## src/rtl/c_comment_stripper_top_defines.svh

```systemverilog
// ---------------------------------------------------------------------------
// Assertion macros of the comment stripper RTL.
// ---------------------------------------------------------------------------
`ifndef C_COMMENT_STRIPPER_TOP_DEFINES_SVH
`define C_COMMENT_STRIPPER_TOP_DEFINES_SVH

`ifndef NO_ASSERTIONS

`define CCS_ASSERT_NEVER(label, clk, rst_n, expr) \
	label: assert property (@(posedge clk) disable iff (!(rst_n)) !(expr)) \
		else $error("comment stripper: forbidden condition seen");

`define CCS_ASSERT_IMPLIES(label, clk, rst_n, ante, cons) \
	label: assert property (@(posedge clk) disable iff (!(rst_n)) (ante) |-> (cons)) \
		else $error("comment stripper: implication failed");

`define CCS_ASSERT_NEXT(label, clk, rst_n, ante, cons) \
	label: assert property (@(posedge clk) disable iff (!(rst_n)) (ante) |=> (cons)) \
		else $error("comment stripper: next-cycle check failed");

`else

`define CCS_ASSERT_NEVER(label, clk, rst_n, expr)
`define CCS_ASSERT_IMPLIES(label, clk, rst_n, ante, cons)
`define CCS_ASSERT_NEXT(label, clk, rst_n, ante, cons)

`endif

`endif

```

## src/rtl/ccs_pkg.sv

```systemverilog
// ---------------------------------------------------------------------------
// ccs_pkg
// Shared types and constants of the C comment stripper.
// ---------------------------------------------------------------------------
`default_nettype none

package ccs_pkg;

	localparam logic [7:0] CH_SLASH = 8'h2F;
	localparam logic [7:0] CH_STAR  = 8'h2A;
	localparam logic [7:0] CH_NL    = 8'h0A;

	localparam int QUEUE_DEPTH_DEF = 4;

	// Scanner mode, one-hot.
	typedef enum logic [4:0] {
		MODE_NORMAL = 5'b00001,
		MODE_SLASH  = 5'b00010,
		MODE_LINE   = 5'b00100,
		MODE_BLOCK  = 5'b01000,
		MODE_STAR   = 5'b10000
	} mode_t;

	// One queued output command: a kept byte, optionally preceded by a
	// held slash that turned out not to open a comment.
	typedef struct packed {
		logic       pair;
		logic [7:0] data;
	} cmd_t;

endpackage

`default_nettype wire

```

## src/rtl/c_comment_stripper_top.sv

```systemverilog
// Comment stripper: removes // and /* */ comments from a byte stream.
// Input channel s_*: one text byte per transaction in s_tdata, s_tlast marks
// the final byte of a text. Output channel m_*: kept bytes in m_tdata, with
// m_tlast set on the last output caused by one input byte.
// Each input byte produces zero, one or two outputs; two when a held slash
// proves not to open a comment (the slash, then the byte itself).
// A scanner stage classifies each byte in the cycle it is accepted and writes
// a command to a short queue (QUEUE_DEPTH entries); an output stage reads the
// queue head and drives m_* directly from it.
// Throughput: one input byte per cycle while the queue has room; the output
// stage sends one byte per cycle while m_tready is high, so a slash pair
// takes two output transactions. When m_tready is held low the queue fills
// and s_tready then drops; no data is lost. Reset empties the queue and
// returns the scanner to normal text.
// ---------------------------------------------------------------------------
// c_comment_stripper_top
// Top level of the C comment stripper.
// ---------------------------------------------------------------------------
`default_nettype none
`include "c_comment_stripper_top_defines.svh"

module c_comment_stripper_top
	import ccs_pkg::*;
#(
	parameter int QUEUE_DEPTH = QUEUE_DEPTH_DEF
) (
	input  wire logic       clk,
	input  wire logic       arst_n,
	input  wire logic       s_tvalid,
	output logic            s_tready,
	input  wire logic [7:0] s_tdata,   // [7:0] text_byte
	input  wire logic       s_tlast,   // end_of_text
	output logic            m_tvalid,
	input  wire logic       m_tready,
	output logic [7:0]      m_tdata,   // [7:0] kept_byte
	output logic            m_tlast    // run_last
);

	logic queue_full;
	logic queue_not_empty;
	logic push;
	logic pop;
	cmd_t push_cmd;
	cmd_t head_cmd;

	ccs_front u_front (
		.clk       (clk),
		.arst_n    (arst_n),
		.in_valid  (s_tvalid),
		.in_byte   (s_tdata),
		.in_last   (s_tlast),
		.queue_full(queue_full),
		.in_ready  (s_tready),
		.push      (push),
		.push_cmd  (push_cmd)
	);

	ccs_queue #(
		.DEPTH(QUEUE_DEPTH)
	) u_queue (
		.clk      (clk),
		.arst_n   (arst_n),
		.push     (push),
		.push_cmd (push_cmd),
		.pop      (pop),
		.full     (queue_full),
		.not_empty(queue_not_empty),
		.head     (head_cmd)
	);

	ccs_back u_back (
		.clk      (clk),
		.arst_n   (arst_n),
		.cmd_valid(queue_not_empty),
		.cmd      (head_cmd),
		.pop      (pop),
		.out_valid(m_tvalid),
		.out_ready(m_tready),
		.out_byte (m_tdata),
		.out_last (m_tlast)
	);

	// A full queue always has a head to present.
	`CCS_ASSERT_IMPLIES(a_full_has_output, clk, arst_n, !s_tready, m_tvalid)

	// Only a held slash goes out without the last flag.
	`CCS_ASSERT_IMPLIES(a_nonlast_is_slash, clk, arst_n, m_tvalid && !m_tlast,
		m_tdata == CH_SLASH)

	// The byte that follows a released slash comes right after it.
	`CCS_ASSERT_NEXT(a_pair_completes, clk, arst_n, m_tvalid && m_tready && !m_tlast,
		m_tvalid && m_tlast)

endmodule

`default_nettype wire

```

## src/rtl/ccs_front.sv

```systemverilog
// ---------------------------------------------------------------------------
// ccs_front
// Accepts text bytes, tracks the comment scanning mode and issues commands.
// ---------------------------------------------------------------------------
`default_nettype none

module ccs_front
	import ccs_pkg::*;
(
	input  wire logic       clk,
	input  wire logic       arst_n,
	input  wire logic       in_valid,
	input  wire logic [7:0] in_byte,
	input  wire logic       in_last,
	input  wire logic       queue_full,
	output logic            in_ready,
	output logic            push,
	output cmd_t            push_cmd
);

	mode_t mode_q;
	mode_t mode_next;
	logic  emit;
	logic  accept;

	assign in_ready = !queue_full;
	assign accept   = in_valid && in_ready;

	always_comb begin
		mode_next     = mode_q;
		emit          = 1'b0;
		push_cmd.pair = 1'b0;
		push_cmd.data = in_byte;
		unique case (mode_q)
			MODE_SLASH: begin
				if (in_byte == CH_SLASH) begin
					mode_next = MODE_LINE;
				end else if (in_byte == CH_STAR) begin
					mode_next = MODE_BLOCK;
				end else begin
					emit          = 1'b1;
					push_cmd.pair = 1'b1;
					mode_next     = MODE_NORMAL;
				end
			end
			MODE_LINE: begin
				if (in_byte == CH_NL) begin
					mode_next = MODE_NORMAL;
				end
			end
			MODE_BLOCK: begin
				if (in_byte == CH_STAR) begin
					mode_next = MODE_STAR;
				end
			end
			MODE_STAR: begin
				if (in_byte == CH_SLASH) begin
					mode_next = MODE_NORMAL;
				end else if (in_byte != CH_STAR) begin
					mode_next = MODE_BLOCK;
				end
			end
			default: begin
				// Normal text; a slash on the last byte has nothing to wait for.
				if (in_byte == CH_SLASH && !in_last) begin
					mode_next = MODE_SLASH;
				end else begin
					emit      = 1'b1;
					mode_next = MODE_NORMAL;
				end
			end
		endcase
		if (in_last) begin
			mode_next = MODE_NORMAL;
		end
	end

	assign push = accept && emit;

	always_ff @(posedge clk or negedge arst_n) begin
		if (!arst_n) begin
			mode_q <= MODE_NORMAL;
		end else if (accept) begin
			mode_q <= mode_next;
		end
	end

endmodule

`default_nettype wire

```

## src/rtl/ccs_queue.sv

```systemverilog
// ---------------------------------------------------------------------------
// ccs_queue
// Short command queue between the scanner and the output stage.
// ---------------------------------------------------------------------------
`default_nettype none

module ccs_queue
	import ccs_pkg::*;
#(
	parameter int DEPTH = QUEUE_DEPTH_DEF
) (
	input  wire logic clk,
	input  wire logic arst_n,
	input  wire logic push,
	input  wire cmd_t push_cmd,
	input  wire logic pop,
	output logic      full,
	output logic      not_empty,
	output cmd_t      head
);

	localparam int PW = (DEPTH > 1) ? $clog2(DEPTH) : 1;
	localparam int CW = $clog2(DEPTH + 1);
	localparam logic [PW-1:0] LAST_PTR = PW'(DEPTH - 1);
	localparam logic [CW-1:0] FULL_CNT = CW'(DEPTH);

	cmd_t          store_q [DEPTH];
	logic [PW-1:0] wr_ptr_q;
	logic [PW-1:0] rd_ptr_q;
	logic [CW-1:0] count_q;
	logic          do_push;
	logic          do_pop;

	assign full      = (count_q == FULL_CNT);
	assign not_empty = (count_q != '0);
	assign head      = store_q[rd_ptr_q];
	assign do_push   = push && !full;
	assign do_pop    = pop && not_empty;

	always_ff @(posedge clk) begin
		if (do_push) begin
			store_q[wr_ptr_q] <= push_cmd;
		end
	end

	always_ff @(posedge clk or negedge arst_n) begin
		if (!arst_n) begin
			wr_ptr_q <= '0;
			rd_ptr_q <= '0;
			count_q  <= '0;
		end else begin
			if (do_push) begin
				wr_ptr_q <= (wr_ptr_q == LAST_PTR) ? '0 : wr_ptr_q + 1'b1;
			end
			if (do_pop) begin
				rd_ptr_q <= (rd_ptr_q == LAST_PTR) ? '0 : rd_ptr_q + 1'b1;
			end
			if (do_push && !do_pop) begin
				count_q <= count_q + 1'b1;
			end else if (do_pop && !do_push) begin
				count_q <= count_q - 1'b1;
			end
		end
	end

endmodule

`default_nettype wire

```

## src/rtl/ccs_back.sv

```systemverilog
// ---------------------------------------------------------------------------
// ccs_back
// Expands queued commands into output transactions, one byte per beat.
// ---------------------------------------------------------------------------
`default_nettype none

module ccs_back
	import ccs_pkg::*;
(
	input  wire logic       clk,
	input  wire logic       arst_n,
	input  wire logic       cmd_valid,
	input  wire cmd_t       cmd,
	output logic            pop,
	output logic            out_valid,
	input  wire logic       out_ready,
	output logic [7:0]      out_byte,
	output logic            out_last
);

	// Set once the held slash of a pair command has gone out.
	logic slash_done_q;
	logic first_of_pair;
	logic beat;

	assign first_of_pair = cmd.pair && !slash_done_q;
	assign out_valid     = cmd_valid;
	assign out_byte      = first_of_pair ? CH_SLASH : cmd.data;
	assign out_last      = !first_of_pair;
	assign beat          = out_valid && out_ready;
	assign pop           = beat && !first_of_pair;

	always_ff @(posedge clk or negedge arst_n) begin
		if (!arst_n) begin
			slash_done_q <= 1'b0;
		end else if (beat) begin
			slash_done_q <= first_of_pair;
		end
	end

endmodule

`default_nettype wire

```

## config.mk

```make
export PLATFORM = sky130hd
export DESIGN_NAME = c_comment_stripper_top
export DESIGN_NICKNAME = d
export VERILOG_FILES = /design/src/rtl/ccs_pkg.sv /design/src/rtl/c_comment_stripper_top.sv /design/src/rtl/ccs_front.sv /design/src/rtl/ccs_queue.sv /design/src/rtl/ccs_back.sv
export VERILOG_INCLUDE_DIRS = /design/src /design/src/rtl
export SDC_FILE = /design/constraint.sdc
export NUM_CORES = 1
export LEC_CHECK = 0
export BUFFER_PORTS_ARGS = -buffer_cell sky130_fd_sc_hd__buf_4
export CORE_MARGIN = 10
export CORE_UTILIZATION = 45
export DETAILED_ROUTE_END_ITERATION = 10
export SETUP_SLACK_MARGIN = 0.15
export SLEW_MARGIN = 25
export SYNTH_ARGS = -nofsm -noshare
export SYNTH_HDL_FRONTEND = slang
export SYNTH_HIERARCHICAL = 1
export SYNTH_SLANG_ARGS = --single-unit
```

## constraint.sdc

```tcl
create_clock -name clk -period 3.57 [get_ports clk]
set_clock_uncertainty 0.2 [all_clocks]
set_input_delay 0.357 -clock clk [delete_from_list [all_inputs] [get_ports clk]]
set_output_delay 0.357 -clock clk [all_outputs]
set_load 0.02 [all_outputs]
```

# ---- After elaboration in Yosys (flattened, before gate mapping)
# Memories as Yosys holds them, arrays and structs flattened.
# Cells that the tools add are included.
dict set report op_classes {
  muxes 21
  n_eq_ne 14
  n_addsub 4
  n_reduce_logical 20
}
# op count
set op_table {}
lappend op_table {{5-bit two-way mux} 6}
lappend op_table {{5-bit case mux with 4 select lines} 1}
lappend op_table {{8-bit by 6-bit == test with 1-bit output, second input constant} 2}
lappend op_table {{1-bit logical AND} 10}
lappend op_table {{8-bit by 4-bit == test with 1-bit output, second input constant} 1}
lappend op_table {{8-bit two-way mux} 1}
lappend op_table {{8-bit by 6-bit != test with 1-bit output, second input constant} 1}
lappend op_table {{1-bit zero test} 6}
lappend op_table {{1-bit two-way mux} 6}
lappend op_table {{2-bit two-way mux} 3}
lappend op_table {{3-bit two-way mux} 2}
lappend op_table {{3-bit by 2-bit != test with 1-bit output, second input constant} 2}
lappend op_table {{5-bit by 2-bit == test with 1-bit output, second input constant} 1}
lappend op_table {{5-bit by 3-bit == test with 1-bit output, second input constant} 1}
lappend op_table {{5-bit by 4-bit == test with 1-bit output, second input constant} 1}
lappend op_table {{5-bit == test, second input constant} 1}
lappend op_table {{2-bit by 1-bit adder with 2-bit output, second input constant} 2}
lappend op_table {{2-bit == test, second input constant} 2}
lappend op_table {{4-bit two-way mux} 1}
lappend op_table {{4-bit by 2-bit != test with 1-bit output, second input constant} 1}
lappend op_table {{4-bit AND reduction} 1}
lappend op_table {{3-bit by 1-bit adder with 3-bit output, second input constant} 1}
lappend op_table {{3-bit == test, second input constant} 1}
lappend op_table {{3-bit nonzero test} 1}
lappend op_table {{other kinds (4)} 4}
dict set report totals {
  ff_bits 13
  mem_count 1
  ram_bits 36
}
# memory depth width read_ports rd_clocked_by_memory_dff wr line
set memory_table {}
lappend memory_table {u_queue.store_q 4 9 1 0 1 ccs_queue.sv:27} ;# cmd_t store_q [DEPTH];

# ---- Longest topological paths before layout
dict set report depth {
  depth_word 10
  ltp_mapped 14
}

# ---- Cells and area by module
# The synthesis kept the hierarchy.
# mod instances area_each_um2 seq_area_each_um2 cells_each
set by_module_without_submodules {}
lappend by_module_without_submodules {ccs_queue 1 1755.4 1256.2 84}
lappend by_module_without_submodules {ccs_front 1 635.6 126.4 75}
lappend by_module_without_submodules {ccs_back 1 130.1 25.0 16}

# ---- Worst setup path before layout
# Ideal clock, no wire load.
dict set report synth_path {
  path_type {input port to flip-flop}
  from {in s_tdata[4]}
  to {reg u_queue.count_q[1]}
  slack_ns 0.361
  cell_stages 10
  t_arrival_ns 2.885
  n_path_buf 0
  path_cell_list {or4b_1 -> or2_2 -> or3_1 -> a21oi_1 -> nor3_1 -> nor2b_2 -> ha_1 -> inv_1 -> fa_1 -> mux2_2}
}
dict set report synth_between {
  elab_chain_cells 9
  elab_cells_between_ends 14
  cone_classes {2 x eq/ne; 5 x mux; 7 x reduce/logical}
}
# element line
set synth_rtl {}
lappend synth_rtl {{start: declaration} c_comment_stripper_top.sv:31} ;# input wire logic [7:0] s_tdata,
lappend synth_rtl {{8-bit by 6-bit == test with 1-bit output, on equally long branches} {ccs_front.sv:38, ccs_front.sv:36, ccs_front.sv:65}}
lappend synth_rtl {{1-bit two-way mux / 1-bit logical AND (equally long branches)} {ccs_front.sv:38, ccs_front.sv:65}}
lappend synth_rtl {{1-bit two-way mux, on equally long branches} {ccs_front.sv:36, ccs_front.sv:65}}
lappend synth_rtl {{1-bit case mux with 2 select lines *} ccs_front.sv:34} ;# unique case (mode_q)
lappend synth_rtl {{1-bit logical AND *} ccs_front.sv:78} ;# assign push = accept && emit;
lappend synth_rtl {{named net push} c_comment_stripper_top.sv:41} ;# logic push;
lappend synth_rtl {{1-bit logical AND *} ccs_queue.sv:37} ;# assign do_push = push && !full;
lappend synth_rtl {{named net u_queue.do_push} ccs_queue.sv:31} ;# logic do_push;
lappend synth_rtl {{1-bit zero test} ccs_queue.sv:60} ;# end else if (do_pop && !do_push) begin
lappend synth_rtl {{1-bit logical AND} ccs_queue.sv:60}
lappend synth_rtl {{2-bit nonzero test (no line)} n/a}
lappend synth_rtl {{end signal: assignment} ccs_queue.sv:59} ;# count_q <= count_q + 1'b1;
lappend synth_rtl {{end signal: assignment} ccs_queue.sv:61} ;# count_q <= count_q - 1'b1;
lappend synth_rtl {{end: declaration} ccs_queue.sv:30} ;# logic [CW-1:0] count_q;
# The timed path passes the listed nets; every way through them passes the cells marked *.
# A chain may end at the register's enable or synchronous reset.

# ---- Worst setup path after layout
dict set report layout_path {
  from {reg u_front.mode_q[4]}
  to {reg u_queue.count_q[1]}
}
dict set report layout_between {
  elab_chain_cells 8
  elab_cells_between_ends 13
  cone_classes {4 x eq/ne; 2 x mux; 7 x reduce/logical}
}
# element line
set layout_rtl {}
lappend layout_rtl {{start: declaration} ccs_front.sv:21} ;# mode_t mode_q;
lappend layout_rtl {{start signal: assignment} ccs_front.sv:84} ;# mode_q <= mode_next;
lappend layout_rtl {{5-bit by 3-bit == test with 1-bit output, or another cell as far along} ccs_front.sv:34}
lappend layout_rtl {{3-bit OR reduction (no line)} n/a}
lappend layout_rtl {{1-bit case mux with 2 select lines *} ccs_front.sv:34}
lappend layout_rtl {{1-bit logical AND *} ccs_front.sv:78}
lappend layout_rtl {{named net push} c_comment_stripper_top.sv:41}
lappend layout_rtl {{1-bit logical AND *} ccs_queue.sv:37}
lappend layout_rtl {{named net u_queue.do_push} ccs_queue.sv:31}
lappend layout_rtl {{1-bit zero test} ccs_queue.sv:60}
lappend layout_rtl {{1-bit logical AND} ccs_queue.sv:60}
lappend layout_rtl {{2-bit nonzero test (no line)} n/a}
# Marked as above.

==> results_dict.tcl <==
set metrics [dict create \
    run_status "finished, final reports clean" \
    hold_path.class "input pin to flop" \
    postSynthAreaPerCell_sq_um 14.41 \
    clkSlewWorstSetupHoldPaths_ns 0.09 \
    final_cell_mix "edfxtp_1 (36), buf_4 (28), dfrtp_1 (9), nor2_1 (9), mux4_2 (9)" \
    cp.arrival_ns 3.23 \
    worstPathRequired_ns 3.55 \
    p_per_area_mw_per_mm2 737.5 \
    nNetsFinal 215 \
    syn_area_sq_mm 0.002521 \
    slew-limit-headroom 0.4427 \
    p_leak_nw 1.064 \
    dpl_cell_area_sq_mm 0.002681 \
    wl_um 4526 \
    drc 0 \
    drv_slew 0 \
    mostFrequentLayoutCell "edfxtp_1" \
    syn_inst 175 \
    design_area_sq_mm 0.002848 \
    p_sw_frac 0.3298 \
    die_w_um 94.85 \
    cts_max_level 2 \
    synth-edff-count 36 \
    grt_util_all_layers 0.1102 \
    p_switching_mw 0.6926 \
    vdd_drop_max_mv 0.2846 \
    drv_cap 0 \
    cp-start-kind "flop" \
    final.setup.tns_ns 0 \
    async_flop_share 0.2653 \
    worst_pin_slew_ns 0.8328 \
    cts_tree "done" \
    num_io_pins 24 \
    synth.yosys.seq_area_share 0.5583 \
    io_buffer_count 23 \
    worst_path_largest_cell_delay_ns 0.67 \
    routed-via-count 1428 \
    cp_slowest_cell "or4b_2" \
    setup_ws_ns 0.3272 \
    die_y_um 94.85 \
    wl_per_cell_um 16.89 \
    rsz0062_at_grt "no" \
    grt_max_degree 16 \
    core-area_sq_mm 0.005473 \
    synthToLayoutAreaGrowth_pct 12.95 \
    cts_sinks 49 \
    antenna-diode-count 0 \
    drt_pre_antenna_iters 4 \
    internal-power_mw 1.408 \
    fmax_mhz 308.4 \
    antenna_found_initial 0 \
    crit_family "simple AND/OR/NAND/NOR gates" \
    cts_buffer_depth 2 \
    hold_slack_ns 0.07850 \
    power_frac_clock 0.192 \
    numCtsBuffers 5 \
    pwr-share-seq 0.402 \
    drtIter0Drc 58 \
    drive_gt1_frac 0.3622 \
    syn-num-nets 195 \
    yosys_warnings 6 \
    dieArea_sq_mm 0.008997 \
    ant_nets 0 \
    report.final.setup_viol 0 \
    cp_cell_sequence "or4b_2, o311a_1, or2_0, a21oi_2, nor3_1, nor2b_2, ha_1, inv_1, fa_1, mux2_2" \
    min_period_ns 3.243 \
    place_ws_ns 0.03223 \
    clockRootBuffer "clkbuf_8" \
    clk_latency_ns 0.29 \
    synth-seq-cells 49 \
    ys.flop_type "edfxtp_1" \
    grt_pass1_vias 1485 \
    initial_core_util 0.4607 \
    cp_max_fo 8 \
    combPwrFrac 0.406 \
    hold_viol_final 0 \
    grt_pass1_wl_um 7693 \
    grt_overflow 0 \
    final_cell_count_no_fill 268 \
    dp_hpwl_um 3320 \
    nFillCells 490 \
    rows 27 \
    yosysUniqueCellTypes 50 \
    finalWeightedCongestion 0.8257 \
    finalPower_mw 2.100 \
    dp.cells 256 \
    post-route-period-util 0.9083 \
    path_class "flop to flop" \
    crit_buf_inv 1 \
    final_core_util 0.5203 \
    viasPerCell 5.328 \
    cp-end-kind "flop" \
]
routing by layer:
| layer | global-route usage | part of all wire |
|---|---|---|
| met5 | 0 | 0 |
| met4 | 0.03367 | 0.0088 |
| met3 | 0.03410 | 0.048 |
| met2 | 0.1859 | 0.52 |
| met1 | 0.1318 | 0.43 |
timing repair:
action	4_1_cts	5_1_grt
setup endpoints to repair	0	2
hold buffers	1	0
endpoints found under the hold margin	13	0
buffers inserted	0	3
gates resized for setup	0	5
power by group through the flow:
stage	Clock (mW)	Combinational [mW]	Sequential, mW
after floorplan	0	0.659	0.817
after global placement	0	0.852	0.847
after detailed placement	0	0.871	0.860
after CTS	0.418	0.873	0.847
after global routing	0.446	0.944	0.861
final	0.403	0.854	0.844
logic make-up (layout without fill, tap and decap cells):
logic type / after synthesis / count (layout) / synth area share
AO/OA/AOI/OAI: 16 / 16 / 0.04913
XOR/XNOR: 5 / 5 / 0.01737
adder cells (fa/ha/maj): 7 / 7 / 0.03772
buffers and inverters: 24 / 45 / 0.05856
flip-flops: 49 / 49 / 0.5583
multiplexers: 20 / 20 / 0.1315
AND/OR/NAND/NOR: 54 / 54 / 0.1474
cell type report:
cell class                 count  area [sq um]  share of cell area
clock buffer                   6         82.58             0.02900
timing repair buffer          29         220.2             0.07733
sequential                    49          1411              0.4956
tap                           72         90.09             0.03163
multi-input combinational    102         975.9              0.3427
clock inverter                 2         37.54             0.01318
inverter                       8         30.03             0.01054
sequential cells by signal (all words and copies together) (netlist names):
name and cells:
u_queue/wr_ptr_q 2, u_front/mode_q 5, u_queue/store_q 36, u_back/slash_done_q 1
u_queue/rd_ptr_q 2, u_queue/count_q 3
worst paths after layout:
| kind | start | end | slack (ns) | depth (start not counted) |
|---|---|---|---|---|
| min in group asynchronous | arst_n | u_front/mode_q[1] | 0.23 | 2 |
| max | u_front/mode_q[4] | u_queue/count_q[1] | 0.33 | 10 |
| max in group asynchronous | arst_n | u_front/mode_q[0] | 2.70 | 2 |
| min reg2reg | u_queue/count_q[2] | u_queue/count_q[2] | 0.31 | 1 |
| max reg2reg | u_front/mode_q[4] | u_queue/count_q[1] | 0.33 | 10 |
| min | s_tdata[4] | u_queue/store_q[0][4] | 0.08 | 1 |
synth_stat cells, types with 2 or more instances:
library cell | n | area share
ha_1 | 6 | 0.030
nor4_1 | 2 | 0.0050
nand2b_1 | 8 | 0.020
or3_1 | 2 | 0.0050
mux2i_1 | 2 | 0.0079
a21oi_1 | 4 | 0.0079
and2_1 | 6 | 0.015
nor2_1 | 9 | 0.013
dfrtp_1 | 12 | 0.12
mux2_2 | 7 | 0.031
edfxtp_1 | 36 | 0.43
or4b_1 | 2 | 0.0079
xnor2_1 | 2 | 0.0069
nand2_1 | 5 | 0.0074
nor3_1 | 3 | 0.0060
nand3_1 | 2 | 0.0040
buf_4 | 10 | 0.030
xor2_1 | 3 | 0.010
mux4_2 | 9 | 0.080
o21ai_0 | 3 | 0.0060
buf_2 | 3 | 0.0060
inv_1 | 8 | 0.012
mux2_4 | 2 | 0.012
or4_1 | 2 | 0.0060
buf_6 | 2 | 0.0089
Note: power is estimated with default switching activity, not from simulation.
